File: src/sv/gnl_pkg.sv
// ----------------------------------------------------------------------------
// gnl_pkg
// Shared widths, command codes and the queued item type of the noise block.
// ----------------------------------------------------------------------------
`default_nettype none

package gnl_pkg;

  localparam int TBL_DEPTH = 256;
  localparam int CELL_W    = 8;
  localparam int FRAC_W    = 16;
  localparam int COORD_W   = 29;
  localparam int GRAD_W    = 15;
  localparam int GRAD_FRAC = 14;
  localparam int OUT_W     = 19;
  localparam int PROD_W    = FRAC_W + 1 + GRAD_W;
  localparam int DOT_W     = 19;
  localparam int DIFF_W    = DOT_W + 1;
  localparam int LPROD_W   = FRAC_W + 2 + DIFF_W;

  typedef enum logic [1:0] {
    CMD_EVAL      = 2'd0,
    CMD_LOAD_PERM = 2'd1,
    CMD_LOAD_G3   = 2'd2,
    CMD_LOAD_G2   = 2'd3
  } cmd_e;

  localparam logic [1:0] DIMS_1 = 2'd1;
  localparam logic [1:0] DIMS_2 = 2'd2;
  localparam logic [1:0] DIMS_3 = 2'd3;

  // One classified item as it waits between the front and the back.
  typedef struct packed {
    cmd_e                     cmd;
    logic [1:0]               dims;
    logic [CELL_W-1:0]        bx0;
    logic [CELL_W-1:0]        bx1;
    logic [CELL_W-1:0]        by0;
    logic [CELL_W-1:0]        by1;
    logic [CELL_W-1:0]        bz0;
    logic [CELL_W-1:0]        bz1;
    logic [FRAC_W-1:0]        fx;
    logic [FRAC_W-1:0]        fy;
    logic [FRAC_W-1:0]        fz;
    logic [CELL_W-1:0]        idx;
    logic [CELL_W-1:0]        perm;
    logic signed [GRAD_W-1:0] ga;
    logic signed [GRAD_W-1:0] gb;
    logic signed [GRAD_W-1:0] gc;
  } item_t;

endpackage

`default_nettype wire

File: src/sv/gnl_front.sv
// ----------------------------------------------------------------------------
// gnl_front
// Classifies an incoming beat and splits coordinates into cell and fraction.
// ----------------------------------------------------------------------------
`default_nettype none

module gnl_front (
  input  wire logic        [1:0]                   cmd_i,
  input  wire logic        [1:0]                   dims_i,
  input  wire logic signed [gnl_pkg::COORD_W-1:0]  coord_x_i,
  input  wire logic signed [gnl_pkg::COORD_W-1:0]  coord_y_i,
  input  wire logic signed [gnl_pkg::COORD_W-1:0]  coord_z_i,
  input  wire logic        [gnl_pkg::CELL_W-1:0]   entry_index_i,
  input  wire logic        [gnl_pkg::CELL_W-1:0]   perm_value_i,
  input  wire logic signed [gnl_pkg::GRAD_W-1:0]   grad_a_i,
  input  wire logic signed [gnl_pkg::GRAD_W-1:0]   grad_b_i,
  input  wire logic signed [gnl_pkg::GRAD_W-1:0]   grad_c_i,
  output gnl_pkg::item_t                           item_o
);

  localparam int FW = gnl_pkg::FRAC_W;
  localparam int CW = gnl_pkg::CELL_W;

  // The cell is the floored coordinate masked to the table size.
  always_comb begin
    item_o      = '0;
    item_o.cmd  = gnl_pkg::cmd_e'(cmd_i);
    item_o.dims = dims_i;
    item_o.bx0  = coord_x_i[FW +: CW];
    item_o.by0  = coord_y_i[FW +: CW];
    item_o.bz0  = coord_z_i[FW +: CW];
    item_o.bx1  = CW'(coord_x_i[FW +: CW] + 1'b1);
    item_o.by1  = CW'(coord_y_i[FW +: CW] + 1'b1);
    item_o.bz1  = CW'(coord_z_i[FW +: CW] + 1'b1);
    item_o.fx   = coord_x_i[FW-1:0];
    item_o.fy   = coord_y_i[FW-1:0];
    item_o.fz   = coord_z_i[FW-1:0];
    item_o.idx  = entry_index_i;
    item_o.perm = perm_value_i;
    item_o.ga   = grad_a_i;
    item_o.gb   = grad_b_i;
    item_o.gc   = grad_c_i;
  end

endmodule

`default_nettype wire

File: config.mk
export PLATFORM = sky130hd
export DESIGN_NAME = gnl_front
export DESIGN_NICKNAME = d
export VERILOG_FILES = /design/src/sv/gnl_pkg.sv /design/src/sv/gnl_front.sv
export SDC_FILE = /design/constraint.sdc
export NUM_CORES = 1
export LEC_CHECK = 0
export BUFFER_PORTS_ARGS = -buffer_cell sky130_fd_sc_hd__buf_4
export CAP_MARGIN = 10
export CORE_AREA = 2 2 121 123
export DETAILED_ROUTE_END_ITERATION = 10
export DIE_AREA = 0 0 123 125
export PLACE_DENSITY = 0.4
export SETUP_SLACK_MARGIN = 0.3
export SLEW_MARGIN = 0
export SYNTH_ARGS = -nofsm -noshare
export SYNTH_HDL_FRONTEND = slang
export SYNTH_SLANG_ARGS = --single-unit
File: constraint.sdc
create_clock -name vclk -period 0.93
set_input_delay 0.186 -clock vclk [all_inputs]
set_output_delay 0.186 -clock vclk [all_outputs]
set_load 0.005 [all_outputs]
# --- After elaboration in Yosys (flattened, before gate mapping) ---
# Cells that the tools add are included.
# Widths: inputs -> output; s select.
op_classes:
  n_addsub: 3
ops:
  columns: ["op", "n"]
  rows:
  - ["$add 8x1->8 const B", 3]
word_totals:
  input_bits: 152
  regBits: 0
  out_inout_bits: 161
  word_cells: 3

# --- Logic depth before layout (Yosys ltp) ---
# Gate-level depths: netlist of run 1.
logic_depth:
  ltp_word: 1
  mapped_depth: 3
  depth_no_buf: 3

# --- Worst setup path before layout of run 1 ---
# OpenSTA, ideal clock, no wires.
synth_path:
  path_kind: "in2out"
  from: "in coord_y_i[17] (netlist name)"
  to: "out item_o[132] (netlist name)"
  setup_slack_ns: 0.097
  path_stages: 3
  required_time_ns: 0.744
  n_path_buf: 0
  arrival_ns: 0.647
  path_cell_list: "nand3_2 -> nor3_2 -> xor2_1"
synth_rtl:
  columns: ["element", "line_no", "source"]
  rows:
  - ["start: declaration", "gnl_front.sv:11", "input wire logic signed [gnl_pkg::COORD_W-1:0] coord_y_i,"]
  - ["end: declaration", "gnl_front.sv:18", "output gnl_pkg::item_t item_o"]

==> results of run 1 <==
==> layer usage <==
layer | part of all wire [%] | routed length [um] | vias up
met5 | 0 | 0 | -
met4 | 11 | 387 | 0
met3 | 12 | 399 | 58
met2 | 51 | 1740 | 82
met1 | 26 | 867 | 396
li1 | - | - | 364
==> where the power goes <==
group / leakage, nW / internal (mW) / switching [mW]
clock: 0 / 0 / 0
sequential: 0 / 0 / 0
combinational: 0.844 / 0.529 / 0.293
==> metrics by stage <==
step                      area, um2  hold WS, ps  utilization, %  std cells  power, mW
after floorplan                1520          399               -        184      0.614
after global placement         1410          372            9.93        323      0.589
after detailed placement       1410          372            9.93        323      0.587
after CTS                      1810          372            12.7        328      0.771
after global routing           1950          372            13.7        331      0.873
final                          1950          372            13.7        331      0.822
==> cells in the final DEF, fill, tap and decap left out, drive strengths merged <==
| cell type | count |
|---|---|
| and3 | 4 |
| buf | 100 |
| ha | 3 |
| inv | 3 |
| nand2 | 4 |
| nand3 | 11 |
| nor2 | 2 |
| nor3 | 2 |
| xnor2 | 11 |
| xor2 | 7 |
==> area by class of cell <==
class                      count  area [um2]
fill                        1616       12300
timing repair buffer         100        1060
multi-input combinational     44         646
tap                          184         230
inverter                       3        11.3
==> worst max path at each step <==
stage	from	to	slack [ps]	cells past startpoint
3_5_place_dp	coord_z_i[17]	item_o[115]	-130	5
5_1_grt	coord_y_i[16]	item_o[132]	-140	5
4_1_cts	coord_z_i[19]	item_o[115]	-110	5
2_1_floorplan	coord_z_i[18]	item_o[114]	130	3
6_report	coord_z_i[19]	item_o[114]	-100	5
3_3_place_gp	coord_y_i[17]	item_o[131]	-130	5
==> logic make-up (layout without fill, tap and decap cells) <==
logic type | count (synthesis) | in the layout | share of synthesized area (%)
xor gates and xnor gates | 18 | 18 | 11.5
adders and majority gates | 3 | 3 | 2.75
buffers and inverters | 140 | 103 | 76.0
and+or+nand+nor | 23 | 23 | 9.70
==> critical path: stages <==
cell	delay, ps
buf_6	70
and3_4	240
nand3_4	80
xnor2_2	130
buf_4	130
==> repair_timing <==
item                                    CTS  global route
cloned                                    0             0
resized for setup                        92            20
pin swaps                                21            15
endpoints found under the setup margin   44            39
hold endpoints to repair                  0             0
setup buffers                             5             3
==> run_results.csv, run 1 <==
group,metric,value,unit
sta,setup_ws,-101,ps
routing,wl_per_cell,10.3,um
routing,drt_iter0_markers,4,
sta,fin_setup_tns,-804,ps
yosys,syn_area_per_cell,7.43,um2
routing,via_count,900,
routing,drcViolationCount,0,
grt,grt_use_met2,6.73,%
min_path,whs_path_depth,0,
yosys,ys_seq_area_share,0,%
die,io_pins,313,
sta,hold_viol,0,
clocking,hold_buffers,0,
die,core-area,14200,um2
grt,grt_max_degree,6,
worst_setup_path,cp.arrival,850,ps
outcome,outcome,"complete, but fails checks",
yosys,netlist_top_cells_area,"buf_4, xnor2_1, xor2_1, nand3_1, ha_1",
sta,fmax,970,MHz
flow_run,cap_violations,0,
yosys,yosys_warnings,0,
pwr,power_leakage,0.844,nW
place,hpwl,2620,um
worst_setup_path,required,740,ps
place,routabilityCongestion,0.601,
grt,track_usage,3.71,%
worst_setup_path,worstSetupPathType,"in -> out",
sta,setup_viol,18,
die,die_y,125,um
layout,nNetsFinal,304,
yosys,synthCells,184,
routing,via_per_inst,2.72,
pwr,ir_drop,0.130,mV
sta,min_period,1030,ps
yosys,yosysMostFrequentCell,"buf_4",
sta,tightest_slew,138,ps
yosys,ys_top_cells_by_count,"buf_4, xnor2_1, nand3_1",
worst_setup_path,crit_path_end_kind,"primary output",
min_path,min_from,"coord_x_i[7]",
sta,rsz0062_at_grt,"yes",
yosys,ys_types,11,
routing,drt_wl_total,3400,um
place,place_ws,-133,ps
place,port_buffers,72,
layout,clock_buffers,0,
die,die_w,123,um
grt,busiest_layer,"met2",
routing,ant_nets,0,
layout,area_growth,42.5,%
min_path,whs_endpoint,"item_o[100]",
die,rows,44,
layout,regArea,0,um2
pwr,power_density,422,nW/um2
sta,slew-limit-headroom,90.7,%
grt,grt_pass1_vias,882,
grt,grt-ovfl-total,0,
worst_setup_path,startpoint_type,"primary input",
min_path,hold_path_class,"in -> out",
yosys,syn_nets,339,
yosys,synth_top_area_cell,"buf_4",
layout,seq_cells,0,
worst_setup_path,critical_path.max_fanout,3,
grt,grt_use_met3,1.00,%
yosys,synth_top_cell_area_share,75.2,%
grt,grt_util_met1,2.95,%
routing,first_pass_iters,2,
layout,drive_above_1_share,95.2,%
grt,grt_antenna_before_repair,0,
sta,maxSlewViolCount,0,
outcome,violations,"setup timing",
layout,antenna_cells,0,
grt,grt_pass1_wl,4580,um
sta,fin_crit_sh,111,%
die,start_util,9.63,%
die,dieArea,15400,um2
yosys,synth_area,1370,um2
Note: power is estimated with default switching activity, not from simulation.
==> run 2: changes to the inputs <==
--- a/config.mk
+++ b/config.mk
@@ -6,9 +6,10 @@
 export NUM_CORES = 1
 export LEC_CHECK = 0
+export ABC_AREA = 1
 export BUFFER_PORTS_ARGS = -buffer_cell sky130_fd_sc_hd__buf_4
 export CAP_MARGIN = 10
-export CORE_AREA = 2 2 121 123
+export CORE_AREA = 2 2 122 124
 export DETAILED_ROUTE_END_ITERATION = 10
-export DIE_AREA = 0 0 123 125
+export DIE_AREA = 0 0 124 126
 export PLACE_DENSITY = 0.4
 export SETUP_SLACK_MARGIN = 0.3
==> constraint.sdc (replaced) <==
create_clock -name vclk -period 0.93
set_input_delay 0.1395 -clock vclk [all_inputs]
set_output_delay 0.1395 -clock vclk [all_outputs]
set_load 0.01 [all_outputs]
==> run 2 against run 1 <==
  * The run still ends with setup timing left
  * Sequential share of layout area stayed put
  * Die area up 1.6%
  * Utilization decreased by 0.32 points
  * First-iteration DRC count rose to 2.8 times the previous value
  * Synthesized cell count is 21% higher
  * Critical path depth grew 2
  * Clock-buffer cell count stayed put
  * Maximum frequency increased by 9.4%
  * Synthesized area rose by 5.4%
  * Combinational power increased by 5.2%
  * Non-clock buffer count fell by 12
  * Worst hold slack got worse by 93 ps
  * Critical endpoint is now item_o[131]
  * Largest power group unchanged
==> run_results.csv, run 2 <==
group,metric,value,unit
die,rows,44,
sta,fmax,1060,MHz
grt,busiest_layer,"met2",
layout,final_core_util,13.4,%
pwr,power_leakage,0.840,nW
yosys,synth_top_family_by_area,"buffers and inverters",
grt,grt_use_met2,7.60,%
sta,slew-limit-headroom,89.1,%
place,place_ws,-131,ps
yosys,synth_fa_ha_area_share,2.60,%
routing,ant_nets,0,
yosys,synthCells,222,
yosys,ys_top_cells_by_count,"buf_4, nand2_1, inv_1",
sta,min_period,943,ps
layout,nNetsFinal,330,
yosys,synth_area,1440,um2
layout,drive_above_1_share,78.6,%
grt,track_usage,4.18,%
layout,final_common_cell,"buf_4",
grt,grt_pass1_wl,5130,um
routing,via_count,1018,
die,core-area,14300,um2
die,die_y,126,um
worst_setup_path,cp.arrival,800,ps
yosys,syn_nets,377,
yosys,ys_types,13,
worst_setup_path,worstSetupStartpoint,"coord_y_i[17]",
routing,via_per_inst,2.85,
sta,tightest_slew,164,ps
layout,clock_buffers,0,
place,hpwl,3230,um
layout,area_growth,33.0,%
routing,first_pass_iters,3,
yosys,synth_compound_area_share,1.74,%
pwr,total_power,0.865,mW
yosys,synthMuxAreaShare,0,%
worst_setup_path,worstSetupPathType,"in -> out",
grt,grt_max_degree,6,
sta,setup_viol,2,
sta,fin_crit_sh,101,%
grt,grt_pass1_vias,942,
layout,final_cell_mix,"buf_4, buf_6, nand2_1",
yosys,ys_seq_area_share,0,%
layout,antenna_cells,0,
min_path,hold_path_class,"in -> out",
yosys,syn_area_per_cell,6.49,um2
yosys,synth_xor_area_share,5.47,%
die,io_pins,313,
routing,drt_iter0_markers,11,
grt,grt_util_met1,3.31,%
sta,maxSlewViolCount,0,
sta,setup_ws,-12.8,ps
worst_setup_path,required,790,ps
layout,regArea,0,um2
worst_setup_path,critical_path.max_fanout,4,
die,die_w,124,um
die,dieArea,15600,um2
clocking,hold_buffers,0,
yosys,synth_top_cell_area_share,71.4,%
place,routabilityCongestion,0.561,
grt,grt-ovfl-total,0,
outcome,outcome,"complete, but fails checks",
min_path,min_from,"grad_c_i[0]",
yosys,synth_top_area_cell,"buf_4",
sta,rsz0062_at_grt,"yes",
yosys,synth_simple_gate_area_share,15.5,%
yosys,netlist_top_cells_area,"buf_4, nand2_1, inv_1, xnor2_1, nor2_1",
outcome,violations,"setup timing",
die,start_util,10.1,%
grt,grt_antenna_before_repair,0,
worst_setup_path,startpoint_type,"primary input",
pwr,power_density,451,nW/um2
pwr,ir_drop,0.185,mV
routing,drt_wl_total,3910,um
yosys,yosysMostFrequentCell,"buf_4",
yosys,yosys_warnings,0,
flow_run,cap_violations,0,
layout,seq_cells,0,
routing,wl_per_cell,11.0,um
place,port_buffers,72,
grt,grt_use_met3,1.59,%
worst_setup_path,crit_path_end_kind,"primary output",
sta,hold_viol,0,
routing,drcViolationCount,0,
[run 2: changes by cell type after synthesis, sizes merged]
cell    before  now
and3         4    0
inv          3   13
nand2        4   34
nand3       11    8
nand3b       0    1
nor2         2   12
nor3         2    0
o21ai        0    5
xnor2       11    5
xor2         7    4
[run 2: layer usage]
| metal | up-vias | routed length (um) |
|---|---|---|
| met5 | - | 0 |
| met4 | 0 | 363 |
| met3 | 52 | 616 |
| met2 | 100 | 1930 |
| met1 | 427 | 1000 |
| li1 | 439 | - |
[run 2: final cells by class]
class / count / area, um2
well taps: 184 / 230
inverters: 13 / 63.8
repair buffers: 88 / 958
fillers: 1645 / 12400
multi-input cells: 72 / 664
[run 2: what timing repair did]
action,in CTS,in global routing
setup endpoints to repair,28,28
gates resized for setup,93,19
pin swaps,29,10
endpoints found under the hold margin,0,0
setup buffers,5,3
[run 2: per-stage QoR]
| stage | hold WS, ps | instance area, um2 | setup TNS [ps] | cells |
|---|---|---|---|---|
| after floorplan | 307 | 1610 | 0 | 222 |
| after global placement | 279 | 1420 | -600 | 349 |
| after detailed placement | 279 | 1420 | -629 | 349 |
| after CTS | 279 | 1830 | -43.4 | 354 |
| after global routing | 279 | 1920 | -191 | 357 |
| final | 279 | 1920 | -18.3 | 357 |
[run 2: logic make-up (layout without fill, tap and decap cells)]
| logic type | Yosys count | in the layout |
|---|---|---|
| buf+inv | 150 | 101 |
| simple gates | 55 | 55 |
| xor+xnor | 9 | 9 |
| compound gates | 5 | 5 |
| fa+ha+maj | 3 | 3 |
[run 2: path summary, 6_finish.rpt]
check / end / slack [ps] / cells after the start
min: item_o[0] / 280 / 0
max: item_o[131] / -10 / 7
[run 2: worst max-delay path: stages]
cell and delay, ps:
buf_8 90, ha_4 160, nand3_4 90, nor2_2 90, nand2_1 60, nand2_2 70, buf_6 100
[run 2: where the power goes]
group | internal (mW) | switching, mW | total, mW
clock | 0 | 0 | 0
combinational | 0.504 | 0.361 | 0.865
sequential | 0 | 0 | 0
total | 0.504 | 0.361 | 0.865
==> run 3: changes to the inputs <==
- ABC_AREA: 1 -> unset
- CORE_AREA: 2 2 122 124 -> 2 2 121 123
- DIE_AREA: 0 0 124 126 -> 0 0 123 125
==> run 3 against run 2 <==
  * Maximum frequency down 0.66%
  * Total power is 0.27% higher
  * Combinational power about the same
  * Cell count is 6.2% lower
  * Non-clock buffer count is 16 higher
  * Utilization increased by 0.35 points
  * Critical path depth shrank 2
  * Worst hold slack unchanged
  * Largest cell class unchanged
  * Flip-flop and latch count stayed put
  * The run still ends with setup timing left
  * Final area up 1.8%
==> run_results.csv, run 3 (synthesis results as in run 1) <==
group,metric,value,unit
grt,grt_max_degree,6,
layout,seq_cells,0,
routing,ant_nets,0,
die,rows,44,
routing,via_count,872,
die,io_pins,313,
flow_run,cap_violations,0,
sta,min_period,949,ps
worst_setup_path,path_cells,"buf_6 > and3_4 > nand3_4 > xnor2_2 > buf_4",
layout,fin_area,1950,um2
worst_setup_path,critical_path.max_fanout,3,
worst_setup_path,startpoint_type,"primary input",
worst_setup_path,cp.arrival,810,ps
routing,first_pass_iters,2,
routing,route.met3.wl,577,um
place,hpwl,2890,um
die,die_w,123,um
layout,nNetsFinal,308,
place,routabilityCongestion,0.634,
sta,setup_viol,4,
layout,area_growth,42.7,%
worst_setup_path,crit_path_end_kind,"primary output",
worst_setup_path,cpPeakStageDelay,240,ps
sta,maxSlewViolCount,0,
routing,top_layer,"met4",
grt,grt_antenna_before_repair,0,
layout,final_cell_mix,"buf_4, buf_6, xnor2_2",
grt,grt_pass1_vias,895,
routing,via_per_inst,2.60,
place,dpl-instance-area,1490,um2
sta,fmax,1050,MHz
pwr,ir_drop,0.136,mV
worst_setup_path,required,790,ps
place,place_ws,-54.6,ps
layout,regArea,0,um2
die,start_util,9.63,%
layout,final_common_cell,"buf_4",
grt,track_usage,3.78,%
routing,wl_met2,1700,um
grt,grt_pass1_wl,4710,um
outcome,outcome,"complete, but fails checks",
min_path,hold_path_class,"in -> out",
layout,clock_buffers,0,
worst_setup_path,crit_buf_inv,2,
routing,drt_wl_total,3480,um
layout,drive_above_1_share,97.4,%
die,core-area,14200,um2
pwr,total_power,0.868,mW
die,die_y,125,um
sta,tightest_slew,138,ps
routing,wl_per_cell,10.4,um
sta,slew-limit-headroom,90.8,%
place,placed_cells,327,
worst_setup_path,cpLargestDelayFamily,"simple AND/OR/NAND/NOR gates",
sta,hold_viol,0,
sta,rsz0062_at_grt,"yes",
sta,setup_ws,-19.1,ps
worst_setup_path,slowest_stage,"and3_4",
pwr,power_leakage,0.854,nW
place,port_buffers,72,
worst_setup_path,worstSetupPathType,"in -> out",
routing,met1_length,776,um
die,dieArea,15400,um2
pwr,power_density,445,nW/um2
layout,antenna_cells,0,
routing,drt_iter0_markers,14,
routing,drcViolationCount,0,
outcome,violations,"setup timing",
layout,stdcell_count,335,
grt,grt-ovfl-total,0,
sta,fin_crit_sh,102,%
run 3: layout make-up:
type / count / area [um2]
inverter: 3 / 11.3
timing repair buffer: 104 / 1050
multi-input combinational: 44 / 663
fill: 1636 / 12300
tap: 184 / 230
run 3: stage by stage:
stage	TNS [ps]	utilization, %	hold slack, ps
after global routing	-241	13.7	279
after CTS	-75.4	13.0	279
after floorplan	0	-	323
after detailed placement	-328	10.5	279
after global placement	-308	10.5	279
final	-57.0	13.7	279
run 3: what timing repair did:
action	4_1_cts	5_1_grt
buffers inserted	5	3
endpoints found under the setup margin	37	31
gates resized for setup	78	17
pin swaps	21	11
hold buffers	0	0
hold endpoints to repair	0	0
run 3: power by group:
part / total [mW] / switching (mW) / internal [mW]
Clock: 0 / 0 / 0
Combinational: 0.868 / 0.338 / 0.529
Sequential: 0 / 0 / 0
run 3: per-layer routing:
layer,vias up,global-route usage [%]
met5,-,0
met4,0,5.01
met3,66,1.37
met2,75,6.60
met1,364,2.65
li1,367,-
run 3: worst paths after layout:
path / cells after the start / to / slack (ps) / start
worst max-delay path: 5 / item_o[114] / -20 / coord_z_i[20]
worst min-delay path: 0 / item_o[101] / 280 / coord_x_i[8]
