==> config.mk <==
export PLATFORM = sky130hd
export DESIGN_NAME = gnl_queue
export DESIGN_NICKNAME = d
export VERILOG_FILES = /design/src/sv/gnl_pkg.sv /design/src/sv/gnl_queue.sv
export SDC_FILE = /design/constraint.sdc
export NUM_CORES = 1
export LEC_CHECK = 0
export ABC_AREA = 1
export BUFFER_PORTS_ARGS = -buffer_cell sky130_fd_sc_hd__buf_4
export CORE_MARGIN = 5
export CORE_UTILIZATION = 56
export CTS_CLUSTER_DIAMETER = 50
export DETAILED_ROUTE_END_ITERATION = 6
export PLACE_DENSITY = 0.85
export SKIP_CTS_REPAIR_TIMING = 1
export SYNTH_ARGS = -nofsm -noshare
export SYNTH_HDL_FRONTEND = slang
export SYNTH_SLANG_ARGS = --single-unit
export TNS_END_PERCENT = 20
==> constraint.sdc <==
create_clock -name clk_i -period 13 [get_ports clk_i]
set_clock_uncertainty 0.05 [all_clocks]
set_input_delay 1.3 -clock clk_i [delete_from_list [all_inputs] [get_ports clk_i]]
set_output_delay 1.3 -clock clk_i [all_outputs]
set_load 0.01 [all_outputs]
==> src/sv/gnl_pkg.sv <==
// ----------------------------------------------------------------------------
// gnl_pkg
// Shared widths, command codes and the queued item type of the noise block.
// ----------------------------------------------------------------------------
`default_nettype none

package gnl_pkg;

  localparam int TBL_DEPTH = 256;
  localparam int CELL_W    = 8;
  localparam int FRAC_W    = 16;
  localparam int COORD_W   = 29;
  localparam int GRAD_W    = 15;
  localparam int GRAD_FRAC = 14;
  localparam int OUT_W     = 19;
  localparam int PROD_W    = FRAC_W + 1 + GRAD_W;
  localparam int DOT_W     = 19;
  localparam int DIFF_W    = DOT_W + 1;
  localparam int LPROD_W   = FRAC_W + 2 + DIFF_W;

  typedef enum logic [1:0] {
    CMD_EVAL      = 2'd0,
    CMD_LOAD_PERM = 2'd1,
    CMD_LOAD_G3   = 2'd2,
    CMD_LOAD_G2   = 2'd3
  } cmd_e;

  localparam logic [1:0] DIMS_1 = 2'd1;
  localparam logic [1:0] DIMS_2 = 2'd2;
  localparam logic [1:0] DIMS_3 = 2'd3;

  // One classified item as it waits between the front and the back.
  typedef struct packed {
    cmd_e                     cmd;
    logic [1:0]               dims;
    logic [CELL_W-1:0]        bx0;
    logic [CELL_W-1:0]        bx1;
    logic [CELL_W-1:0]        by0;
    logic [CELL_W-1:0]        by1;
    logic [CELL_W-1:0]        bz0;
    logic [CELL_W-1:0]        bz1;
    logic [FRAC_W-1:0]        fx;
    logic [FRAC_W-1:0]        fy;
    logic [FRAC_W-1:0]        fz;
    logic [CELL_W-1:0]        idx;
    logic [CELL_W-1:0]        perm;
    logic signed [GRAD_W-1:0] ga;
    logic signed [GRAD_W-1:0] gb;
    logic signed [GRAD_W-1:0] gc;
  } item_t;

endpackage

`default_nettype wire

==> src/sv/gnl_queue.sv <==
// ----------------------------------------------------------------------------
// gnl_queue
// Two-entry queue that decouples the front from the back pipeline.
// ----------------------------------------------------------------------------
`default_nettype none

module gnl_queue (
  input  wire logic           clk_i,
  input  wire logic           rst_ni,
  input  wire logic           push_i,
  input  wire gnl_pkg::item_t item_i,
  output logic                full_o,
  input  wire logic           pop_i,
  output logic                valid_o,
  output gnl_pkg::item_t      item_o
);

  gnl_pkg::item_t mem_q [2];
  logic           wptr_q, wptr_d;
  logic           rptr_q, rptr_d;
  logic [1:0]     cnt_q, cnt_d;
  logic           do_push;
  logic           do_pop;

  assign full_o  = (cnt_q == 2'd2);
  assign valid_o = (cnt_q != 2'd0);
  assign item_o  = mem_q[rptr_q];
  assign do_push = push_i && !full_o;
  assign do_pop  = pop_i && valid_o;

  // Pointer and fill count update.
  always_comb begin
    wptr_d = wptr_q ^ do_push;
    rptr_d = rptr_q ^ do_pop;
    cnt_d  = 2'(cnt_q + {1'b0, do_push} - {1'b0, do_pop});
  end

  always_ff @(posedge clk_i or negedge rst_ni) begin
    if (!rst_ni) begin
      wptr_q <= 1'b0;
      rptr_q <= 1'b0;
      cnt_q  <= 2'd0;
    end else begin
      wptr_q <= wptr_d;
      rptr_q <= rptr_d;
      cnt_q  <= cnt_d;
    end
  end

  // Entry storage.
  always_ff @(posedge clk_i) begin
    if (do_push) begin
      mem_q[wptr_q] <= item_i;
    end
  end

endmodule

`default_nettype wire

[Yosys cells after proc, flatten, opt, wreduce, memory -nomap -nowiden]
Memory sizes are Yosys's and may differ from the RTL's.
Cells that the tools add are included.
Storage, ports and cells
  flip-flop bits (word level): 4
  memory bits (writable): 322
  word-level logic and storage cells: 15
  memories: 1
Operators by class
  add/subtract/negate cells: 2
  equal/unequal tests: 1
  mux-type cells: 2
  bitwise logic cells: 2
  reduce and logical (&&, ||, !) cells: 4
Memories
  mem_q: depth 2, bits a word 161, read ports 1, clocked after Yosys merged registers in 0, wr ports 1, line gnl_queue.sv:18  | gnl_pkg::item_t mem_q [2];
Operators with widths (count)
  2-bit by 1-bit adder with 2-bit output: 1
  2-bit equality test, second input constant: 1
  1-bit logical AND: 2
  1-bit two-way mux: 2
  2-bit nonzero test: 1
  2-bit by 1-bit subtractor with 2-bit output: 1
  1-bit bitwise XOR: 2
  1-bit zero test: 1

[Logic depth before layout (Yosys ltp)]
Gate-level depths: netlist (run 1).
  depth in word-level cells: 5
  mapped depth: 10
  mapped depth without buffers: 10

[Least setup slack after synthesis (run 1)]
No wires, ideal clock.
  path type: input-to-reg
  from: input push_i
  to: memory mem_q[1][0] (netlist name), enable pin
  arrival: 5.224 ns
  data required time: 12.409 ns
  setup slack: 7.185 ns
  cell stages on the path: 3
  buffers on the path: 0
  cell sequence: o21ai_0 -> inv_1 -> ha_1
Between the ends
  cells in the longest elaborated chain, start to end: 3
RTL lines
  start: declaration: line gnl_queue.sv:10  | input wire logic push_i,
  1-bit logical AND: line gnl_queue.sv:28  | assign do_push = push_i && !full_o;
  1-bit two-way mux: line gnl_queue.sv:52  | if (do_push) begin
  1-bit two-way mux (implied by the code): line gnl_queue.sv:53  | mem_q[wptr_q] <= item_i;
  end: declaration: line gnl_queue.sv:18
No other way between the ends.

==> summary.txt, run 1 <==
Critical path
  • Crit path buffers/inverters: 3
  • Crit Path Class: register to output port
  • Slowest stage cell, crit path: buf_4
  • WP data arrival: 3.41 ns
  • RR Startpoint: rptr_q
  • Kind of end point of the critical path: output port
  • CP top delay family: buffers and inverters
  • Startpoint Class: register
  • Reg2Reg Depth: 4
  • Cell Chain, Critical Path: inv_4, buf_4, nand2_1, nand2_1, buf_4
  • Crit path max fanout: 96
  • Capture point of the worst reg-to-reg path: rptr_q
  • CP Data Required Time: 11.65 ns
  • CP max stage delay: 0.88 ns
  • Flop-to-flop setup slack: just over 10 ns

Final layout
  • Ratio of cells with drive above 1 in the final layout: 32.08%
  • Sequential cell area: around 9800 um2
  • Area growth from synthesis to layout: 30.36%
  • # fillers: 1,283
  • Area occupied by multi-input gates: 1966 um2
  • Final instance area: ~16,000 um2
  • Antenna Cells: 0
  • Net count, final: 1,371

Clock tree
  • CTS max path bufs: 3
  • TritonCTS Buffers: 31
  • CTS tree: done
  • Clk Latency, worst-skew pair: 0.53 ns
  • Clock Pin Slew Worst Setup and Hold Paths: 0.06 ns
  • Clock Tree Root: clkbuf_16
  • Clk sinks: 326
  • CTS H-tree depth: 1

Synth
  • Synth Register Bits: between 300 and 400
  • Cells after synthesis: 871
  • Mux contribution to synthesized area: 0%
  • Yosys Warn Count: 0
  • Simple-Gate Fraction of Synth Area: 15.73%
  • Mean Syn Cell Area: 13.76 um2
  • Adder-cell share of the synthesized area: 0.4175%
  • Complex-gate fraction of the synthesized area: 0.04175%
  • Xor and xnor area share after synthesis: 0%
  • Register area share after synthesis: between 80 and 90%
  • Synthesized cell area: approximately 12,000 um2
  • Syn Nets: 1,040
  • Synth cell types: 13
  • Main combinational cell family by area after synthesis: simple AND/OR/NAND/NOR gates

STA
  • Final Max Tran Viols: 0
  • Tmin final: roughly 4.8 ns
  • Endpoints failing hold: 0
  • Final setup viols: 0
  • Slew HR: between 20% and 30%
  • TNS Setup: 0 ns
  • RSZ-0062 raised after global routing: false
  • Hold slack: 0.5015 ns
  • Max Freq: 210.0 MHz
  • Period utilization: 36.64%
  • Measured slew at the worst slew-check pin: approximately 1.1 ns

Power and ir drop
  • Peak supply drop: between 150 and 200 uV
  • Pwr Total: 3627 uW
  • Leakage: roughly 0.0067 uW
  • PD cells: about 230 nW/um2

Die
  • IO Count: 328
  • Die Span X: 156.3 um
  • Core footprint: 21,020 um2
  • Starting Density: 57.02%
  • Die Span Y: 156.3 um
  • Row count: 53
  • Die area: 24,430 um2

Global route
  • GRT overflow: 0
  • Total GRT Usage: 20.76%
  • Initial antenna violation count: 1
  • Largest net degree at the start of global routing: 97
  • First-pass GRT wire length: 39,690 um
  • Vias in the first global route: 7,723

Routing
  • ANT nets after route: 0
  • DR vias: around 7,500
  • WL/cell: around 18 um
  • Drt pass-1 iters: 6
  • Initial DRC count: 520
  • # DRC: 0
  • Vias per cell: 5.014
  • WL final: 26,730 um

Job
  • Max Cap Viol: 0

Min path
  • Worst min-delay path class: input pin to async pin

Place
  • GPL Wtd Cong: 0.7949
  • Placed inst area: ~15,000 um2
  • Port bufs: between 300 and 400
  • Dpl hpwl: between 15,000 and 20,000 um

Status
  • Outcome: finished, final reports clean
cell usage in the layout (no fill, tap or decap), types with 3 or more instances in the layout:
cell type / Yosys / final
nand2_1: 482 / 482
buf_4: 2 / 333
bufinv_16: 0 / 4
clkbuf_16: 0 / 31
dfrtp_1: 4 / 3
inv_1: 9 / 9
edfxtp_1: 322 / 322
clkinv_1: 0 / 8
clkinv_2: 0 / 7
clkinvlp_4: 0 / 3
nand2_2: 10 / 10
per-stage QoR:
| step | cells | util [%] | setup slack, ns |
|---|---|---|---|
| CTS | 1500 | 74.33 | 8.229 |
| global placement | 1444 | 69.56 | 8.783 |
| global route | 1500 | 74.33 | 8.006 |
| detailed placement | 1444 | 69.56 | 8.816 |
| finish | 1500 | 74.33 | 8.237 |
| floorplan | 871 | - | 7.185 |
logic make-up after synthesis:
| group | after synthesis |
|---|---|
| AOI/OAI and AO/OA | 1 |
| adders and majority gates | 4 |
| buffers and inverters | 45 |
| DFF | 326 |
| and+or+nand+nor | 495 |
where the power goes:
| part | internal [uW] | switching (uW) | total, uW |
|---|---|---|---|
| Sequential | 1440 | 90.0 | 1530 |
| Clock | 513 | 361 | 874 |
| Combinational | 485 | 737 | 1220 |
sequential cells by signal (all words and copies together), names as in the netlist:
register  flops
wptr_q        1
rptr_q        1
cnt_q         2
mem_q       322
synthesized netlist by cell type, drive strengths merged:
| cell | count | area share (%) |
|---|---|---|
| nand2 | 492 | 16 |
| inv | 10 | 0.33 |
| edfxtp | 322 | 81 |
| buf | 35 | 2.0 |
| nor2 | 1 | 0.031 |
| nand3 | 2 | 0.084 |
| dfrtp | 4 | 0.84 |
| ha | 4 | 0.42 |
| o21ai | 1 | 0.042 |
worst reg2reg max path: stages (launching register included):
cell and delay [ns]:
dfrtp_4 0.75, inv_4 0.72, buf_4 0.91, nand3_1 0.29, nand2_1 0.11
worst max-delay path by stage:
stage,start,end,slack (ns),cells past startpoint
floorplan,push_i,mem_q[1][0],7.19,3
global route,rptr_q,item_o[141],8.01,5
finish,rptr_q,item_o[78],8.24,5
detailed placement,rptr_q,item_o[151],8.82,5
global placement,rptr_q,item_o[151],8.78,5
CTS,rptr_q,item_o[155],8.23,5
area by class of cell:
cell class / count / share of cell area, %
Multi-Input combinational cell: 500 / 12.58
Tap cell: 275 / 2.202
Timing Repair Buffer: 333 / 16.00
Inverter: 10 / 0.2562
Sequential cell: 326 / 62.55
Clock buffer: 33 / 5.013
Clock inverter: 23 / 1.401
routing by layer:
layer / vias to the layer above / track usage, % / part of all wire, %
met2: 310 / 37.41 / 52
met3: 74 / 4.757 / 8.0
met4: 2 / 8.884 / 4.4
met5: - / 0 / 0.049
met1: 3541 / 23.79 / 35
li1: 3594 / - / -
Note: power is estimated with default switching activity, not from simulation.
==> run 2, diff against run 1 <==
--- a/config.mk
+++ b/config.mk
@@ -8,10 +8,10 @@
 export ABC_AREA = 1
 export BUFFER_PORTS_ARGS = -buffer_cell sky130_fd_sc_hd__buf_4
 export CORE_MARGIN = 5
-export CORE_UTILIZATION = 56
+export CORE_UTILIZATION = 52
 export CTS_CLUSTER_DIAMETER = 50
 export DETAILED_ROUTE_END_ITERATION = 6
-export PLACE_DENSITY = 0.85
+export PLACE_DENSITY = 0.79
 export SKIP_CTS_REPAIR_TIMING = 1
 export SYNTH_ARGS = -nofsm -noshare
 export SYNTH_HDL_FRONTEND = slang
==> constraint.sdc (replaced) <==
create_clock -name clk_i -period 4.8 [get_ports clk_i]
set_clock_uncertainty 0.05 [all_clocks]
set_input_delay 0.48 -clock clk_i [delete_from_list [all_inputs] [get_ports clk_i]]
set_output_delay 0.48 -clock clk_i [all_outputs]
set_load 0.01 [all_outputs]
==> run 2 against run 1 <==
Net effect:
- register-to-register slack got worse by 7.8 ns
- sequential cell count did not move
- worst hold slack got worse by 0.38 ns
- global-route usage fell by 0.82 points
- utilization fell by 4.6 points
- critical endpoint is now item_o[61]
- largest cell class unchanged
- highest routed layer is now met4
==> summary.txt, run 2 (synthesis results as in run 1) <==
Status
  • Outcome: finished, final reports clean

Critical path
  • CP Data Required Time: 4.27 ns
  • WP data arrival: 2.52 ns
  • Crit Path Class: register to output port
  • Flop-to-flop setup slack: 2.34 ns
  • Startpoint Class: register
  • Kind of end point of the critical path: output port
  • Crit path max fanout: 56

Routing
  • DR vias: 7,529
  • Vias per cell: slightly below 5
  • ANT nets after route: 0
  • Initial DRC count: between 500 and 600
  • WL/cell: 17.78 um
  • Drt pass-1 iters: 5
  • WL final: 26,930 um
  • # DRC: 0

Global route
  • Vias in the first global route: slightly below 8,000
  • Met3 Usage GRT: 4.846%
  • Total GRT Usage: 19.94%
  • GRT overflow: 0
  • First-pass GRT wire length: between 40,000 and 50,000 um
  • Busiest grt layer: met2
  • Largest net degree at the start of global routing: between 80 and 90
  • GRT met2 Usage: 34.95%
  • M1 GR Usage: 23.20%
  • Initial antenna violation count: 0

STA
  • Final Max Tran Viols: 0
  • Hold slack: 0.1215 ns
  • RSZ-0062 raised after global routing: false
  • Final setup margin: 1.751 ns
  • Max Freq: ~330 MHz
  • Tmin final: a little over 3 ns
  • Endpoints failing hold: 0
  • TNS Setup: 0 ns
  • Measured slew at the worst slew-check pin: 0.8943 ns
  • Slew HR: 40.38%
  • Final setup viols: 0
  • Period utilization: between 60% and 70%

Die
  • Core footprint: 22,640 um2
  • Die area: 26,190 um2
  • Starting Density: 52.94%
  • IO Count: around 330
  • Die Span Y: 161.8 um
  • Die Span X: 161.8 um
  • Row count: 55

Min path
  • Worst min-delay path class: input pin to register

Clock tree
  • TritonCTS Buffers: 34
  • CTS H-tree depth: 2
  • Clock Pin Slew Worst Setup and Hold Paths: 0.06 ns
  • CTS max path bufs: 3
  • CTS tree: done
  • Clk sinks: 326
  • Clock Tree Root: clkbuf_16
  • Clk Latency, worst-skew pair: about 0.48 ns

Final layout
  • Largest register by flop count: mem_q
  • Finished Core Util: 69.73%
  • Most common cell after layout, fill and taps aside: nand2_1
  • Biggest regs: mem_q (322), cnt_q (2)
  • Area growth from synthesis to layout: 31.71%
  • Number of flip-flops in the largest register: between 300 and 400
  • Ratio of cells with drive above 1 in the final layout: about a third
  • Antenna Cells: 0
  • Commonest non-fill, non-tap cells in the layout: nand2_1, buf_4, edfxtp_1
  • Net count, final: roughly 1,400

Power and ir drop
  • Pwr Total: about 10000 uW
  • Leakage: 0.006746 uW
  • PD cells: 631.3 nW/um2
  • Peak supply drop: 518.7 uV

Place
  • Port bufs: 327
  • GPL Wtd Cong: 0.7628
  • Dpl hpwl: 17,960 um
  • Place WS: 2.264 ns

Job
  • Max Cap Viol: 0
[run 2: critical path: stages (launching register included)]
cell and delay [ns]:
dfrtp_4 0.70, inv_4 0.31, buf_4 0.55, nand2_1 0.16, nand2_1 0.12, buf_4 0.13
[run 2: power by group]
part / internal (uW) / switching, uW / leakage [uW]
clock: 1530 / 983 / 0.000531
combinational: 1340 / 2010 / 0.00317
sequential: 3890 / 211 / 0.00304
total: 6760 / 3210 / 0.00675
[run 2: worst paths after layout]
| path | cells after the start | end | startpoint |
|---|---|---|---|
| worst max-delay path | 5 | item_o[61] | rptr_q |
| worst min-delay path | 1 | mem_q[0][5] | item_i[5] |
| worst max register to register | 5 | mem_q[0][73] | cnt_q[1] |
| worst min register to register | 1 | cnt_q[0] | cnt_q[0] |
| max in group asynchronous | 2 | rptr_q | rst_ni |
| min in group asynchronous | 2 | rptr_q | rst_ni |
[run 2: final cells by class]
type | count | area (um2)
sequential | 326 | 9773
inverter | 10 | 40.04
clock inverter | 13 | 113.9
timing repair buffer | 336 | 2562
tap | 285 | 356.6
fill | 1525 | 6853
multi-input combinational | 500 | 1966
clock buffer | 45 | 975.9
[run 2: layer usage]
layer / up-vias / share of wire, %
met2: 307 / 52
met1: 3537 / 36
met4: 0 / 4.7
met3: 70 / 7.3
met5: - / 0
li1: 3615 / -
[run 2: per-stage QoR]
stage	area, um2	std cells
3_3_place_gp	14690	1456
4_1_cts	15780	1514
6_report	15790	1515
5_1_grt	15790	1515
2_1_floorplan	11990	871
3_5_place_dp	14690	1456
==> run 3, diff against run 2 <==
--- a/config.mk
+++ b/config.mk
@@ -5,7 +5,7 @@
 export SDC_FILE = /design/constraint.sdc
 export NUM_CORES = 1
 export LEC_CHECK = 0
-export ABC_AREA = 1
+export ABC_AREA = 0
 export BUFFER_PORTS_ARGS = -buffer_cell sky130_fd_sc_hd__buf_4
 export CORE_MARGIN = 5
 export CORE_UTILIZATION = 52
==> constraint.sdc (replaced) <==
create_clock -name clk_i -period 2.9 [get_ports clk_i]
set_clock_uncertainty 0.05 [all_clocks]
set_input_delay 0.29 -clock clk_i [delete_from_list [all_inputs] [get_ports clk_i]]
set_output_delay 0.29 -clock clk_i [all_outputs]
set_load 0.01 [all_outputs]
==> run 3 against run 2 <==
Net effect:
- utilization increased by 6.8 points
- critical path depth decreased by 2
- global-route usage decreased by 1.8 points
- cell count decreased by 8.3%
- sequential share of layout area decreased by 7.0 points
- worst setup slack got worse by 1.3 ns
- design area increased by 13%
- first-iteration DRC count decreased by 10%
- register-to-register slack got worse by 1.5 ns
- non-clock buffer count increased by 164
- routed wire length increased by 8.1%
- critical endpoint is now item_o[26]
- highest routed layer unchanged
==> summary.txt, run 3 <==
Final layout
  • Area growth from synthesis to layout: 46.45%
  • # fillers: between 1,000 and 1,500
  • Commonest non-fill, non-tap cells in the layout: buf_4, edfxtp_1, dlygate4sd3_1
  • Sequential cell area: 9773 um2
  • Ratio of cells with drive above 1 in the final layout: a little over half
  • Number of flip-flops in the largest register: around 320
  • Net count, final: 1,209
  • Biggest regs: mem_q (322), cnt_q (2)
  • Most common cell after layout, fill and taps aside: buf_4
  • Finished Layout Cells: 1,389
  • Area occupied by multi-input gates: between 2000 and 2500 um2
  • Largest register by flop count: mem_q

Place
  • Dpl hpwl: roughly 17,000 um
  • Cells after DPL: around 1,200
  • Port bufs: 327
  • Place WS: 0.8768 ns
  • GPL Wtd Cong: 0.7398

Critical path
  • Crit path buffers/inverters: 2
  • Capture point of the worst reg-to-reg path: mem_q[0][100]
  • Cell Chain, Critical Path: buf_12, mux2_2, buf_4
  • Slowest stage cell, crit path: dfrtp_4
  • CP top delay family: flip-flops
  • WP data arrival: between 2 and 2.5 ns
  • CP Data Required Time: roughly 2.6 ns
  • Crit path max fanout: 67
  • Flop-to-flop setup slack: 0.82 ns
  • Kind of end point of the critical path: output port
  • RR Startpoint: cnt_q[1]
  • Crit Path Class: register to output port
  • Start point of the critical path: rptr_q
  • Reg2Reg Depth: 4
  • Startpoint Class: register
  • CP max stage delay: 0.62 ns

Die
  • Row count: 56
  • Die Span Y: 162.9 um
  • IO Count: 328
  • Die area: roughly 27,000 um2
  • Core footprint: approximately 23,000 um2
  • Starting Density: roughly 52%
  • Die Span X: 162.9 um

Synth
  • Yosys Warn Count: 0
  • Syn Nets: between 600 and 700
  • Async set or reset register ratio after synthesis: under 10%
  • Most common cell in the netlist: edfxtp_1
  • Synth cell types: 15
  • Post-synth top cells: edfxtp_1, mux2_2, mux2_4, buf_6, buf_2
  • Cells after synthesis: 521
  • Post-synth top area share: 79.54%
  • Area leader, netlist: edfxtp_1
  • Synthesized cell area: 12,160 um2
  • Synth Register Bits: 326
  • Mean Syn Cell Area: 23.33 um2
  • Register area share after synthesis: 80.36%
  • Post-synth EDFFs: 322
  • Top post-synthesis cells by area: edfxtp_1, mux2_4, mux2_2
  • Primary FF master, synth: edfxtp_1

Routing
  • # DRC: 0
  • ANT nets after route: 0
  • Vias per cell: 4.945
  • WL/cell: 20.95 um
  • DR vias: ~7,000
  • Drt pass-1 iters: 4
  • Initial DRC count: 461
  • WL final: 29,110 um

Power and ir drop
  • Leakage: 0.006962 uW
  • PD cells: 950.4 nW/um2
  • Peak supply drop: 712.8 uV

STA
  • Endpoints failing hold: 0
  • Max Freq: around 400 MHz
  • Measured slew at the worst slew-check pin: 0.4715 ns
  • Period utilization: a little under nine tenths
  • Final setup margin: 0.4156 ns
  • RSZ-0062 raised after global routing: false
  • Tmin final: 2.484 ns
  • Slew HR: 68.57%
  • Final setup viols: 0
  • Final Max Tran Viols: 0

Global route
  • Vias in the first global route: about 6,700
  • First-pass GRT wire length: 36,930 um
  • Initial antenna violation count: 6
  • Largest net degree at the start of global routing: 68
  • Total GRT Usage: 18.11%
  • GRT overflow: 0

Status
  • Outcome: finished, final reports clean

Clock tree
  • CTS H-tree depth: 2
  • CTS max path bufs: 3
  • Clk sinks: ~330
  • Clock Tree Root: clkbuf_16
  • Clk Latency, worst-skew pair: 0.49 ns
  • Clock Pin Slew Worst Setup and Hold Paths: 0.07 ns
  • TritonCTS Buffers: 35
  • CTS tree: done

Min path
  • Worst min-delay path class: input pin to async pin

Job
  • Max Cap Viol: 0
run 3: cell types whose count changed in the layout (fill, tap and decap cells not counted), sizes merged, moves of 2 or more:
| cell | previous run | this run |
|---|---|---|
| buf | 335 | 338 |
| diode | 0 | 6 |
| dlygate4sd3 | 1 | 162 |
| inv | 10 | 5 |
| mux2 | 0 | 161 |
| nand2 | 492 | 1 |
| nand3 | 2 | 0 |
| xnor2 | 0 | 2 |
run 3: kinds of logic (layout without fill, tap and decap cells):
logic type,Yosys count,count (layout),share of synthesized area [%]
adder cells (fa/ha/maj),4,4,0.4117
multiplexers,161,161,17.38
flip-flops,326,326,80.36
buffers and inverters,22,565,1.379
AO/OA/AOI/OAI,1,1,0.06178
other,0,6,0
AND/OR/NAND/NOR,4,4,0.1853
XOR/XNOR,3,3,0.2162
run 3: how the worst max path moves through the flow:
stage	to	slack, ns	depth (start not counted)
3_5_place_dp	mem_q[0][92]	0.88	4
4_1_cts	item_o[26]	0.41	3
6_report	item_o[26]	0.42	3
2_1_floorplan	mem_q[1][0]	-0.33	3
5_1_grt	item_o[26]	0.36	3
3_3_place_gp	mem_q[0][99]	0.93	4
run 3: layout make-up:
type / instances / share of cell area [%]
multi-input cells: 173 / 12.61
repair buffers: 500 / 23.78
diodes: 6 / 0.08433
clock buffers: 46 / 5.503
inverters: 4 / 0.08433
flip-flops and latches: 326 / 54.89
clock inverters: 15 / 0.8012
well taps: 319 / 2.242
run 3: per-layer routing:
layer / vias up / track usage, % / wire [um]
met5: - / 0 / 0
met4: 0 / 6.672 / 770
met3: 57 / 8.200 / 2710
met2: 316 / 30.47 / 15110
met1: 3378 / 20.45 / 10510
li1: 3118 / - / -
run 3: where the power goes:
part	total, uW	leakage (uW)	internal, uW	switching (uW)
logic	5840	0.00338	3080	2760
clock network	4310	0.000550	2570	1740
registers	6770	0.00304	6440	328
total	16900	0.00696	12100	4830
run 3: metrics by stage:
step | instance area [um2] | setup TNS, ns | util, % | power [uW] | hold slack (ns)
2_1_floorplan | 12160 | -105.73 | - | 10040 | -0.05559
3_3_place_gp | 15040 | 0 | 64.67 | 12330 | 0.04091
3_5_place_dp | 15040 | 0 | 64.67 | 12450 | 0.04404
4_1_cts | 16170 | 0 | 69.50 | 16760 | -0.4888
5_1_grt | 17800 | 0 | 76.51 | 17610 | 0.07386
6_report | 17800 | 0 | 76.53 | 16920 | 0.08481
